File: src/sv/fpga_slave_serial_config_loader_unit_assert.svh
// assertion macros for the slave-serial configuration loader
// no dependencies; define SYNTH to compile the checks away
`ifndef FPGA_SLAVE_SERIAL_CONFIG_LOADER_UNIT_ASSERT_SVH
`define FPGA_SLAVE_SERIAL_CONFIG_LOADER_UNIT_ASSERT_SVH
`ifndef SYNTH
// check under reset, disabled while rst_n is low
`define FSL_ASSERT(lbl, clk, rstn, prop) \
  lbl: assert property (@(posedge clk) disable iff (!(rstn)) (prop)) \
    else $error("fsl assertion failed");
// check that also holds during reset
`define FSL_ASSERT_ALWAYS(lbl, clk, prop) \
  lbl: assert property (@(posedge clk) (prop)) \
    else $error("fsl assertion failed");
`else
`define FSL_ASSERT(lbl, clk, rstn, prop)
`define FSL_ASSERT_ALWAYS(lbl, clk, prop)
`endif
`endif

File: src/sv/fsl_pkg.sv
// shared types, codes and constants of the slave-serial configuration loader
// no dependencies
package fsl_pkg;

  localparam int FIFO_DEPTH = 4;
  localparam int PTR_W = $clog2(FIFO_DEPTH);
  localparam int CNT_W = $clog2(FIFO_DEPTH + 1);

  localparam logic [15:0] INIT_TIMEOUT_RST = 16'h2000;

  typedef enum logic [1:0] {
    FN_BEGIN  = 2'd0,
    FN_POLL   = 2'd1,
    FN_DATA   = 2'd2,
    FN_FINISH = 2'd3
  } func_t;

  typedef enum logic [1:0] {
    PH_IDLE = 2'd0,
    PH_WAIT = 2'd1,
    PH_LOAD = 2'd2
  } phase_t;

  // one classified item, handed from front to back
  typedef struct packed {
    func_t       kind;
    logic [7:0]  data_byte;
    logic [3:0]  flags;
    logic        waiting;
  } cmd_t;

  // index of the final beat an item expands to
  function automatic logic [2:0] beat_max(input func_t kind);
    logic [2:0] m;
    case (kind)
      FN_BEGIN: m = 3'd1;
      FN_DATA:  m = 3'd7;
      default:  m = 3'd0;
    endcase
    return m;
  endfunction

endpackage

File: src/sv/fsl_in_if.sv
// input item channel of the configuration loader
// depends on nothing
interface fsl_in_if;
  logic       valid;
  logic       ready;
  logic [1:0] func;
  logic [7:0] data_byte;
  logic       last_byte;
  logic       init_level;
  logic       done_level;

  modport source (output valid, func, data_byte, last_byte, init_level, done_level,
                  input ready);
  modport sink   (input valid, func, data_byte, last_byte, init_level, done_level,
                  output ready);
endinterface

File: src/sv/fsl_out_if.sv
// result beat channel of the configuration loader
// depends on nothing
interface fsl_out_if;
  logic       valid;
  logic       ready;
  logic       din;
  logic       cclk_pulse;
  logic       prog_level;
  logic [3:0] error_flags;
  logic       waiting_init;
  logic       last;

  modport source (output valid, din, cclk_pulse, prog_level, error_flags, waiting_init,
                  last, input ready);
  modport sink   (input valid, din, cclk_pulse, prog_level, error_flags, waiting_init,
                  last, output ready);
endinterface

File: src/sv/fsl_front.sv
// front end: accepts items, tracks phase, countdown and error flags
// depends on fsl_pkg and fsl_in_if
module fsl_front import fsl_pkg::*; (
  input  logic        clk,
  input  logic        rst_n,
  fsl_in_if.sink      in_ch,
  input  logic        cfg_we,
  input  logic [15:0] cfg_wdata,
  input  logic        q_full,
  output logic        q_push,
  output cmd_t        q_cmd
);

  phase_t      phase_r, phase_nxt;
  logic [15:0] cd_r, cd_nxt;
  logic [3:0]  err_r, err_nxt;
  logic [15:0] timeout_r;
  logic        acc;
  func_t       fn;

  assign in_ch.ready = !q_full;
  assign acc = in_ch.valid && in_ch.ready;
  assign fn  = func_t'(in_ch.func);

  // timeout register
  always_ff @(posedge clk) begin
    if (!rst_n) begin
      timeout_r <= INIT_TIMEOUT_RST;
    end else if (cfg_we) begin
      timeout_r <= cfg_wdata;
    end
  end

  // phase next state
  always_comb begin
    phase_nxt = phase_r;
    if (acc) begin
      case (fn)
        FN_BEGIN: phase_nxt = PH_WAIT;
        FN_POLL: begin
          if (phase_r == PH_WAIT && (in_ch.init_level || cd_r <= 16'd1)) begin
            phase_nxt = PH_LOAD;
          end
        end
        FN_DATA: begin
          if (phase_r == PH_WAIT) begin
            phase_nxt = PH_LOAD;
          end
        end
        default: phase_nxt = PH_IDLE;
      endcase
    end
  end

  // countdown, flags and the classified item
  always_comb begin
    cd_nxt  = cd_r;
    err_nxt = err_r;
    if (acc) begin
      case (fn)
        FN_BEGIN: begin
          err_nxt = 4'd0;
          cd_nxt  = timeout_r;
        end
        FN_POLL: begin
          if (phase_r == PH_WAIT && !in_ch.init_level) begin
            if (cd_r <= 16'd1) begin
              cd_nxt     = 16'd0;
              err_nxt[0] = 1'b1;
            end else begin
              cd_nxt = cd_r - 16'd1;
            end
          end
        end
        FN_DATA: begin
          if (!in_ch.last_byte) begin
            if (!in_ch.init_level) err_nxt[1] = 1'b1;
            if (in_ch.done_level)  err_nxt[2] = 1'b1;
          end
        end
        default: begin
          if (!in_ch.done_level) err_nxt[3] = 1'b1;
        end
      endcase
    end
    q_push          = acc;
    q_cmd.kind      = fn;
    q_cmd.data_byte = in_ch.data_byte;
    q_cmd.flags     = err_nxt;
    q_cmd.waiting   = (phase_nxt == PH_WAIT);
  end

  // state registers
  always_ff @(posedge clk) begin
    if (!rst_n) begin
      phase_r <= PH_IDLE;
      cd_r    <= 16'd0;
      err_r   <= 4'd0;
    end else begin
      phase_r <= phase_nxt;
      cd_r    <= cd_nxt;
      err_r   <= err_nxt;
    end
  end

endmodule

File: src/sv/fsl_cmd_fifo.sv
// short queue of classified items between front and back
// depends on fsl_pkg
module fsl_cmd_fifo import fsl_pkg::*; (
  input  logic clk,
  input  logic rst_n,
  input  logic push,
  input  cmd_t push_cmd,
  output logic full,
  input  logic pop,
  output logic q_valid,
  output cmd_t q_cmd
);

  cmd_t             mem_r [FIFO_DEPTH];
  logic [PTR_W-1:0] wr_ptr_r, rd_ptr_r;
  logic [CNT_W-1:0] count_r, count_nxt;
  logic             do_push, do_pop;

  assign full    = (count_r == CNT_W'(FIFO_DEPTH));
  assign q_valid = (count_r != '0);
  assign q_cmd   = mem_r[rd_ptr_r];
  assign do_push = push && !full;
  assign do_pop  = pop && q_valid;

  // occupancy
  always_comb begin
    count_nxt = count_r;
    case ({do_push, do_pop})
      2'b10:   count_nxt = count_r + CNT_W'(1);
      2'b01:   count_nxt = count_r - CNT_W'(1);
      default: count_nxt = count_r;
    endcase
  end

  // pointers and occupancy
  always_ff @(posedge clk) begin
    if (!rst_n) begin
      wr_ptr_r <= '0;
      rd_ptr_r <= '0;
      count_r  <= '0;
    end else begin
      count_r <= count_nxt;
      if (do_push) begin
        wr_ptr_r <= (wr_ptr_r == PTR_W'(FIFO_DEPTH - 1)) ? '0 : wr_ptr_r + PTR_W'(1);
      end
      if (do_pop) begin
        rd_ptr_r <= (rd_ptr_r == PTR_W'(FIFO_DEPTH - 1)) ? '0 : rd_ptr_r + PTR_W'(1);
      end
    end
  end

  // storage
  always_ff @(posedge clk) begin
    if (do_push) begin
      mem_r[wr_ptr_r] <= push_cmd;
    end
  end

endmodule

File: src/sv/fsl_back.sv
// back end: expands each item into result beats behind an output register
// depends on fsl_pkg, fsl_out_if and the assertion header
`include "fpga_slave_serial_config_loader_unit_assert.svh"
module fsl_back import fsl_pkg::*; (
  input  logic   clk,
  input  logic   rst_n,
  input  logic   q_valid,
  input  cmd_t   q_cmd,
  output logic   q_pop,
  fsl_out_if.source out_ch
);

  cmd_t       cur_r;
  logic       cur_valid_r, cur_valid_nxt;
  logic [2:0] cnt_r, cnt_nxt;
  logic       out_valid_r, out_valid_nxt;
  logic       din_r, cclk_r, prog_r, wait_r, last_r;
  logic [3:0] flags_r;
  logic       adv, beat_last;

  assign adv       = cur_valid_r && (!out_valid_r || out_ch.ready);
  assign beat_last = (cnt_r == beat_max(cur_r.kind));
  assign q_pop     = q_valid && (!cur_valid_r || (adv && beat_last));

  // beat sequencing
  always_comb begin
    cur_valid_nxt = cur_valid_r;
    cnt_nxt       = cnt_r;
    if (q_pop) begin
      cur_valid_nxt = 1'b1;
      cnt_nxt       = 3'd0;
    end else if (adv) begin
      cur_valid_nxt = !beat_last;
      cnt_nxt       = cnt_r + 3'd1;
    end
    out_valid_nxt = adv ? 1'b1 : (out_ch.ready ? 1'b0 : out_valid_r);
  end

  // control registers
  always_ff @(posedge clk) begin
    if (!rst_n) begin
      cur_valid_r <= 1'b0;
      cnt_r       <= 3'd0;
      out_valid_r <= 1'b0;
    end else begin
      cur_valid_r <= cur_valid_nxt;
      cnt_r       <= cnt_nxt;
      out_valid_r <= out_valid_nxt;
    end
  end

  // current item and output beat
  always_ff @(posedge clk) begin
    if (q_pop) begin
      cur_r <= q_cmd;
    end
    if (adv) begin
      din_r   <= (cur_r.kind == FN_DATA) ? cur_r.data_byte[cnt_r] : 1'b0;
      cclk_r  <= (cur_r.kind == FN_DATA);
      prog_r  <= !((cur_r.kind == FN_BEGIN) && (cnt_r == 3'd0));
      flags_r <= cur_r.flags;
      wait_r  <= cur_r.waiting;
      last_r  <= beat_last;
    end
  end

  assign out_ch.valid        = out_valid_r;
  assign out_ch.din          = din_r;
  assign out_ch.cclk_pulse   = cclk_r;
  assign out_ch.prog_level   = prog_r;
  assign out_ch.error_flags  = flags_r;
  assign out_ch.waiting_init = wait_r;
  assign out_ch.last         = last_r;

  // checks
  `FSL_ASSERT(a_cnt_in_range, clk, rst_n, cur_valid_r |-> (cnt_r <= beat_max(cur_r.kind)))
  `FSL_ASSERT(a_adv_fills_out, clk, rst_n, adv |=> out_valid_r)
  `FSL_ASSERT(a_item_retires, clk, rst_n, (adv && beat_last && !q_pop) |=> !cur_valid_r)
  `FSL_ASSERT(a_no_pop_busy, clk, rst_n, (cur_valid_r && !(adv && beat_last)) |-> !q_pop)

endmodule

File: src/sv/fpga_slave_serial_config_loader_unit.sv
// slave-serial configuration loader: front classifier, item queue, beat generator
// the first result beat passes through the item queue, the current-item register and the output register
// throughput: one result beat per cycle from the beat generator while the output is not stalled; a data
//   byte expands to 8 beats, a begin item to 2, poll and finish items to 1
// reset (rst_n low, synchronous): phase idle, countdown and flags zero, timeout 8192,
//   queue and output empty
module fpga_slave_serial_config_loader_unit import fsl_pkg::*; (
  input  logic        clk,
  input  logic        rst_n,
  fsl_in_if.sink      in_ch,
  fsl_out_if.source   out_ch,
  input  logic        cfg_we,
  input  logic [15:0] cfg_wdata
);

  logic q_full, q_push, q_pop, q_valid;
  cmd_t push_cmd, q_cmd;

  // item classification and state tracking
  fsl_front u_front (
    .clk       (clk),
    .rst_n     (rst_n),
    .in_ch     (in_ch),
    .cfg_we    (cfg_we),
    .cfg_wdata (cfg_wdata),
    .q_full    (q_full),
    .q_push    (q_push),
    .q_cmd     (push_cmd)
  );

  // decoupling queue
  fsl_cmd_fifo u_fifo (
    .clk      (clk),
    .rst_n    (rst_n),
    .push     (q_push),
    .push_cmd (push_cmd),
    .full     (q_full),
    .pop      (q_pop),
    .q_valid  (q_valid),
    .q_cmd    (q_cmd)
  );

  // beat expansion
  fsl_back u_back (
    .clk     (clk),
    .rst_n   (rst_n),
    .q_valid (q_valid),
    .q_cmd   (q_cmd),
    .q_pop   (q_pop),
    .out_ch  (out_ch)
  );

endmodule
File: src/flat_wrapper.sv
// flat-port wrapper written by rule: the top's interface ports become plain ports
module fpga_slave_serial_config_loader_unit_flat import fsl_pkg::*;
  (clk, rst_n, cfg_we, cfg_wdata, in_ch_valid, in_ch_func, in_ch_data_byte, in_ch_last_byte, in_ch_init_level, in_ch_done_level, in_ch_ready, out_ch_valid, out_ch_din, out_ch_cclk_pulse, out_ch_prog_level, out_ch_error_flags, out_ch_waiting_init, out_ch_last, out_ch_ready);
  fsl_in_if in_ch_i ();
  fsl_out_if out_ch_i ();
  input  logic clk;
  input  logic rst_n;
  input  logic cfg_we;
  input  logic [15:0] cfg_wdata;
  input wire logic [$bits(in_ch_i.valid)-1:0] in_ch_valid;
  input wire logic [$bits(in_ch_i.func)-1:0] in_ch_func;
  input wire logic [$bits(in_ch_i.data_byte)-1:0] in_ch_data_byte;
  input wire logic [$bits(in_ch_i.last_byte)-1:0] in_ch_last_byte;
  input wire logic [$bits(in_ch_i.init_level)-1:0] in_ch_init_level;
  input wire logic [$bits(in_ch_i.done_level)-1:0] in_ch_done_level;
  output wire logic [$bits(in_ch_i.ready)-1:0] in_ch_ready;
  output wire logic [$bits(out_ch_i.valid)-1:0] out_ch_valid;
  output wire logic [$bits(out_ch_i.din)-1:0] out_ch_din;
  output wire logic [$bits(out_ch_i.cclk_pulse)-1:0] out_ch_cclk_pulse;
  output wire logic [$bits(out_ch_i.prog_level)-1:0] out_ch_prog_level;
  output wire logic [$bits(out_ch_i.error_flags)-1:0] out_ch_error_flags;
  output wire logic [$bits(out_ch_i.waiting_init)-1:0] out_ch_waiting_init;
  output wire logic [$bits(out_ch_i.last)-1:0] out_ch_last;
  input wire logic [$bits(out_ch_i.ready)-1:0] out_ch_ready;
  assign in_ch_i.valid = in_ch_valid;
  assign in_ch_i.func = in_ch_func;
  assign in_ch_i.data_byte = in_ch_data_byte;
  assign in_ch_i.last_byte = in_ch_last_byte;
  assign in_ch_i.init_level = in_ch_init_level;
  assign in_ch_i.done_level = in_ch_done_level;
  assign in_ch_ready = in_ch_i.ready;
  assign out_ch_valid = out_ch_i.valid;
  assign out_ch_din = out_ch_i.din;
  assign out_ch_cclk_pulse = out_ch_i.cclk_pulse;
  assign out_ch_prog_level = out_ch_i.prog_level;
  assign out_ch_error_flags = out_ch_i.error_flags;
  assign out_ch_waiting_init = out_ch_i.waiting_init;
  assign out_ch_last = out_ch_i.last;
  assign out_ch_i.ready = out_ch_ready;
  fpga_slave_serial_config_loader_unit u_core (.clk(clk), .rst_n(rst_n), .in_ch(in_ch_i), .out_ch(out_ch_i), .cfg_we(cfg_we), .cfg_wdata(cfg_wdata));
endmodule
File: config.mk
export PLATFORM = sky130hd
export DESIGN_NAME = fpga_slave_serial_config_loader_unit_flat
export DESIGN_NICKNAME = d
export VERILOG_FILES = /design/src/sv/fsl_pkg.sv /design/src/sv/fsl_in_if.sv /design/src/sv/fsl_out_if.sv /design/src/sv/fsl_front.sv /design/src/sv/fsl_cmd_fifo.sv /design/src/sv/fsl_back.sv /design/src/sv/fpga_slave_serial_config_loader_unit.sv /design/src/flat_wrapper.sv
export VERILOG_INCLUDE_DIRS = /design/src /design/src/sv
export SDC_FILE = /design/constraint.sdc
export NUM_CORES = 1
export LEC_CHECK = 0
export ABC_AREA = 1
export BUFFER_PORTS_ARGS = -buffer_cell sky130_fd_sc_hd__buf_4
export CORE_UTILIZATION = 50
export CTS_CLUSTER_DIAMETER = 200
export CTS_CLUSTER_SIZE = 10
export DETAILED_ROUTE_END_ITERATION = 12
export GPL_ROUTABILITY_DRIVEN = 1
export PLACE_DENSITY = 0.68
export SETUP_SLACK_MARGIN = 0.1
export SYNTH_ARGS = -nofsm -noshare
export SYNTH_HDL_FRONTEND = slang
export SYNTH_SLANG_ARGS = --single-unit
File: constraint.sdc
create_clock -name clk -period 3 [get_ports clk]
set_input_delay 0.15 -clock clk [delete_from_list [all_inputs] [get_ports clk]]
set_output_delay 0.15 -clock clk [all_outputs]
set_load 0.05 [all_outputs]
# == Word-level counts from Yosys, hierarchy flattened ==
# Memories as Yosys holds them, arrays and structs flattened. A register that Yosys moved wholly into a read port is not among the register bits.
# Index checks and enable logic that the tools add are counted.
# word_totals
regBits,59
ram_bits,60
inputBits,34
elab_cells,96
n_memories,1
# mem_list
name,words,word_bits,rd,rd_ports_with_merged_regs,wr,line,text
u_core.u_fifo.mem_r,4,15,1,1,1,fsl_cmd_fifo.sv:14,cmd_t mem_r [FIFO_DEPTH];
# classes
n_addsub,6
n_lt_le_gt_ge,2
n_eq_ne,12
muxes,29
n_bitwise,1
n_reduce_logical,29
# ops
cell,n
2-to-1 mux 16 bit,2
case mux 16 bit (2 select lines),1
less-or-equal comparator 16 x 1 -> 1 bit (second input constant),1
subtractor 16 x 1 -> 16 bit (second input constant),1
2-to-1 mux 1 bit,12
2-to-1 mux 2 bit,6
case mux 3 bit (2 select lines),2
equality test 2 bit (second input constant),5
logical AND 1 bit,9
equality test 2 x 1 -> 1 bit (second input constant),4
nonzero test 2 bit,4
adder 3 x 1 -> 3 bit (second input constant),2
logical NOT 1 bit,6
case mux 2 bit (3 select lines),1
adder 2 x 1 -> 2 bit (second input constant),2
logical NOT 2 bit,2
< comparator 3 x 4 -> 1 bit (second input constant),1
2-to-1 mux 4 bit,1
case mux 1 bit (2 select lines),2
case mux 2 bit (2 select lines),1
OR reduction 2 bit,2
binary-select mux 1 bit (select 3 bit),1
equality test 3 bit,1
equality test 3 bit (second input constant),1
7 further kinds,9

# == Depth between registers and ports, before layout ==
# depth
word_depth,9
mapped_depth,15
depth_no_buf,15

# == By module ==
# From an unflattened synthesis, not the netlist that was laid out.
# hier_totals
cells_unflattened,590
hier_area_um2,6027.0
# modules_own_cells
mod,n_inst,cells_per_inst,area_per_inst_um2,seq_area_each_um2
fsl_cmd_fifo,1,213,2855.2,1981.9
fsl_front,1,294,2082.0,760.7
fsl_back,1,83,1089.8,820.8

# == Worst setup path after synthesis ==
# Ideal clock, no wire load.
# synth_timing
kind,reg2reg
startpoint,"register u_core.u_back.out_valid_r, in the netlist u_core.u_back.out_ch.valid"
endpoint,register u_core.u_fifo.count_r[2]
setup_ps,122
arrival_time_ps,2476
required_ps,2878
setup_slack_ps,402
path_stages_with_launch,13
n_path_buf,0
synth_period_minus_slack_ps,2598
path_cell_list,dfxtp_1 > nand2_1 > nand2_1 > o21ai_0 > nand2_1 > inv_1 > ha_1 > inv_1 > fa_1 > a21oi_1 > o21ai_0 > o21ai_0 > a21oi_1
# synth_between
elab_chain_len,9
# synth_rtl
item,line,text
start: declaration,fsl_back.sv:16,"logic out_valid_r, out_valid_nxt;"
start signal: assignment,fsl_back.sv:48,out_valid_r <= out_valid_nxt;
logical NOT 1 bit (*),fsl_back.sv:21,assign adv = cur_valid_r && (!out_valid_r || out_ch.ready);
logical OR 1 bit (*),fsl_back.sv:21,
logical AND 1 bit (*),fsl_back.sv:21,
logical AND 1 bit (*),fsl_back.sv:23,assign q_pop = q_valid && (!cur_valid_r || (adv && beat_last));
logical OR 1 bit (*),fsl_back.sv:23,
logical AND 1 bit (*),fsl_back.sv:23,
named net u_core.q_pop,fpga_slave_serial_config_loader_unit.sv:16,"logic q_full, q_push, q_pop, q_valid;"
logical AND 1 bit (*),fsl_cmd_fifo.sv:23,assign do_pop = pop && q_valid;
equality test 2 x 1 -> 1 bit or equality test 2 bit (tied branches),fsl_cmd_fifo.sv:28,"case ({do_push, do_pop})"
case mux 3 bit (2 select lines) or nonzero test 2 bit (tied branches),n/a,
end signal: assignment,fsl_cmd_fifo.sv:42,count_r <= count_nxt;
end: declaration,fsl_cmd_fifo.sv:16,"logic [CNT_W-1:0] count_r, count_nxt;"
# Mark *: on every way through the listed nets, which the timed path passes. The rest lies on a longest branch.
# A chain may end at the register's enable or synchronous reset.

# == Worst setup path after layout ==
# layout_timing
startpoint,register u_core.u_back.cnt_r[1]
endpoint,register u_core.u_fifo.count_r[2]
# layout_between
elab_chain_len,7
# layout_rtl
item,line,text
start: declaration,fsl_back.sv:15,"logic [2:0] cnt_r, cnt_nxt;"
start signal: assignment,fsl_back.sv:47,cnt_r <= cnt_nxt;
equality test 3 bit (*),fsl_back.sv:22,assign beat_last = (cnt_r == beat_max(cur_r.kind));
logical AND 1 bit (*),fsl_back.sv:23,
logical OR 1 bit (*),fsl_back.sv:23,
logical AND 1 bit (*),fsl_back.sv:23,
named net u_core.q_pop,fpga_slave_serial_config_loader_unit.sv:16,
logical AND 1 bit (*),fsl_cmd_fifo.sv:23,
equality test 2 x 1 -> 1 bit or equality test 2 bit (tied branches),fsl_cmd_fifo.sv:28,
case mux 3 bit (2 select lines) or nonzero test 2 bit (tied branches),n/a,
# Marks and branches as above.

==> metrics.txt <==
core area=0.01089 mm^2; Netlist Area Pre-Place=0.005635 mm^2; CTS H-tree lvls=4; port buffer count=44; final instance area=0.007109 mm^2; layout cells sized above 1=13.51%; final worst slack=0.4450 ns; Max Root-Sink Buffers=2; Worst-Margin Slew=0.9066 ns; Yosys reg bits=134; Layout area overhead=26.15%; leakage power total=2.833 nW; Antenna Violating Nets Remaining=0; Ports=45; max incr delay on CP=0.43 ns; PwrDens=844.9 mW/mm^2; die width=108.2 um; antenna cells=0; commonest non-fill, non-tap cell in the layout=nor2_1; Syn Nets=606; DR iter-0 viols=208; met2 Use GR=43.49%; most frequent cells in the layout=98 x nor2_1, 84 x edfxtp_1, 78 x o21ai_0, 53 x nand2_1, 53 x buf_4; fin cells=806; Distinct cells, synth=36; DRC=0; post-cts sizing count=0; DP Worst Slack=0.4848 ns; Synth top area share=44.76%; GR peak layer=met2; status=completed; CTS buffer count=17; crit path max fanout=6; DP Area=0.006120 mm^2; sw power=1.888 mW; crit-path leading delay family=compound AO/OA/AOI/OAI gates; Final HPWL DP=7743 um; Routed wire per std cell=15.49 um; CTS tree=done; required time of the critical path=3.41 ns; dominant cell type by area after synthesis=edfxtp_1; cell total after placement=731; Worst Clk Skew=0.007443 ns; Clock Sinks=134; aggregate global routing overflow=0; via-per-instance ratio=5.272; vias in the first global route=4,316; switching part of the total power=31.44%; GPL Wtd Cong=0.8914; CP max stage cell=dfxtp_1; Hold Path Class=input port to flip-flop; Most used DFF post-synth=edfxtp_1; # rows=38; Seq pwr share=42.5%; final setup vio count=0; critical path startpoint category=flip-flop; initial antenna violation count=0; drt total wl=12,480 um; Slew HR=39.49%; Period minus WS final=2.555 ns; met3 Track Usage GR=6.691%; # hold bufs at CTS=43; post-synthesis sequential area ratio=62.52%; first-pass GRT wire length=20,100 um; Post-synth ARST share=0%; RSZ-0062 raised after global routing=no; synthesized area per cell=10.12 um^2; crit path capture type=flip-flop; Worst VDD drop=0.6045 mV; Clock Power Share=32.8%; cells along the critical path=inv_1 > o21ai_0 > nand3_1 > o21ai_0 > nand2_1 > inv_1 > ha_1 > inv_1 > fa_1 > a21oi_1 > o21ai_0 > o21ai_0 > a21oi_1; Die H=108.2 um; TNS Setup=0 ns; CP Class=flip-flop to flip-flop; synth warn=0; Pint=4.118 mW; die area=0.01170 mm^2; most frequent CP cell=o21ai_0; CTS root buf=clkbuf_8; Logic pwr share=24.8%; NumNets Final=702; Final Hold Fails=0; met1 Use GR=24.61%; fillers=814; Multi-input gate area=0.001842 mm^2; Buf+Inv Stages, Crit Path=3; DRT Pass-1 Iters=5; arrival time at the worst endpoint=2.96 ns; Starting Density=51.76%; clk slew on worst S/H paths=0.06 ns; Clk Latency, worst-skew pair=0.52 ns; maxcap violations=0; FMAX=391.4 MHz; setup bufs post-CTS=0; largest net degree at the start of global routing=42; number of synthesized flops with an enable pin=84; Post-Synthesis Cells=557; Max Slew Vio Count=0; period utilisation layout=85.17%; Via Count=4,249; Register Area=0.003523 mm^2; synth top area cells=edfxtp_1 45%, dfxtp_1 18%, o21ai_0 6.9%, nor2_1 6.5%, a21oi_1 4.3%; gr usage total=23.21%; Reg2Reg Setup Slack=0.45 ns
## synthesized netlist by cell type, drive strengths merged (2+ instances only)
cell / number
a21oi: 50
a31oi: 2
buf: 6
clkbuf: 13
dfxtp: 50
edfxtp: 84
ha: 14
inv: 46
nand2: 55
nand3: 12
nand4: 2
nor2: 100
nor3: 5
o21ai: 81
o22ai: 17
xor2: 11
## state kept, by name (all words and copies together), names as in the netlist
| name | count |
|---|---|
| u_core.u_front.err_r | 4 |
| u_core.u_back.cnt_r | 3 |
| u_core.u_front.phase_r | 2 |
| u_core.u_fifo.rd_ptr_r | 2 |
| u_core.u_back.cur_valid_r | 1 |
| u_core.u_front.cd_r | 16 |
| u_core.u_back.out_ch.valid | 1 |
| u_core.u_back.out_ch.din | 1 |
| u_core.u_fifo.count_r | 3 |
| u_core.u_back.out_ch.last | 1 |
| u_core.u_back.out_ch.error_flags | 4 |
| u_core.u_back.out_ch.prog_level | 1 |
| u_core.u_fifo.wr_ptr_r | 2 |
| u_core.u_back.out_ch.cclk_pulse | 1 |
| u_core.u_fifo.mem_r | 60 |
| u_core.u_back.out_ch.waiting_init | 1 |
| u_core.u_front.timeout_r | 16 |
| u_core.u_back.cur_r | 15 |
## power by group through the flow
| stage | clock network (mW) | registers [mW] | logic (mW) |
|---|---|---|---|
| final | 1.97 | 2.55 | 1.49 |
| after global routing | 2.08 | 2.58 | 1.66 |
| after CTS | 2.00 | 2.55 | 1.49 |
| after detailed placement | 0 | 2.58 | 1.45 |
| after global placement | 0 | 2.57 | 1.39 |
| after floorplan | 0 | 2.72 | 0.833 |
## final timing paths
kind / startpoint / endpoint / cells past startpoint
setup / recovery: u_core.u_back.cnt_r[1] / u_core.u_fifo.count_r[2] / 13
hold / removal: rst_n / u_core.u_front.timeout_r[13] / 2
setup reg to reg: u_core.u_back.cnt_r[1] / u_core.u_fifo.count_r[2] / 13
hold reg to reg: u_core.u_back.cur_r[2] / u_core.u_back.out_ch.error_flags[1] / 0
## metrics by stage
step | power [mW] | hold slack [ns] | utilization (%)
after floorplan | 3.553 | 0.2489 | -
after global placement | 3.959 | 0.3522 | 56.21
after detailed placement | 4.026 | 0.3549 | 56.21
after CTS | 6.043 | 0.0005689 | 65.30
after global routing | 6.313 | 0.01227 | 65.30
final | 6.007 | 0.01647 | 65.30
## per-layer routing
layer  wire length [um]  share of wire (%)
met5                  0                  0
met4                190                1.5
met3                473                3.8
met2               6736                 54
met1               5083                 41
## cell type report
class,instances,share of cell area [%]
clock inverters,13,1.936
inverters,47,2.552
flip-flops and latches,134,49.56
clock buffers,19,5.931
well taps,140,2.464
repair buffers,96,11.65
multi-input cells,357,25.91
## cell families (layout without fill, tap and decap cells)
kind of cell	Yosys count	count (layout)	synth area share, %
simple gates	177	177	12.86
buf+inv	66	175	4.796
flops	134	134	62.52
compound gates	153	153	14.50
fa+ha+maj	15	15	3.464
xor+xnor	12	12	1.865
(Power assumes the default switching activity.)
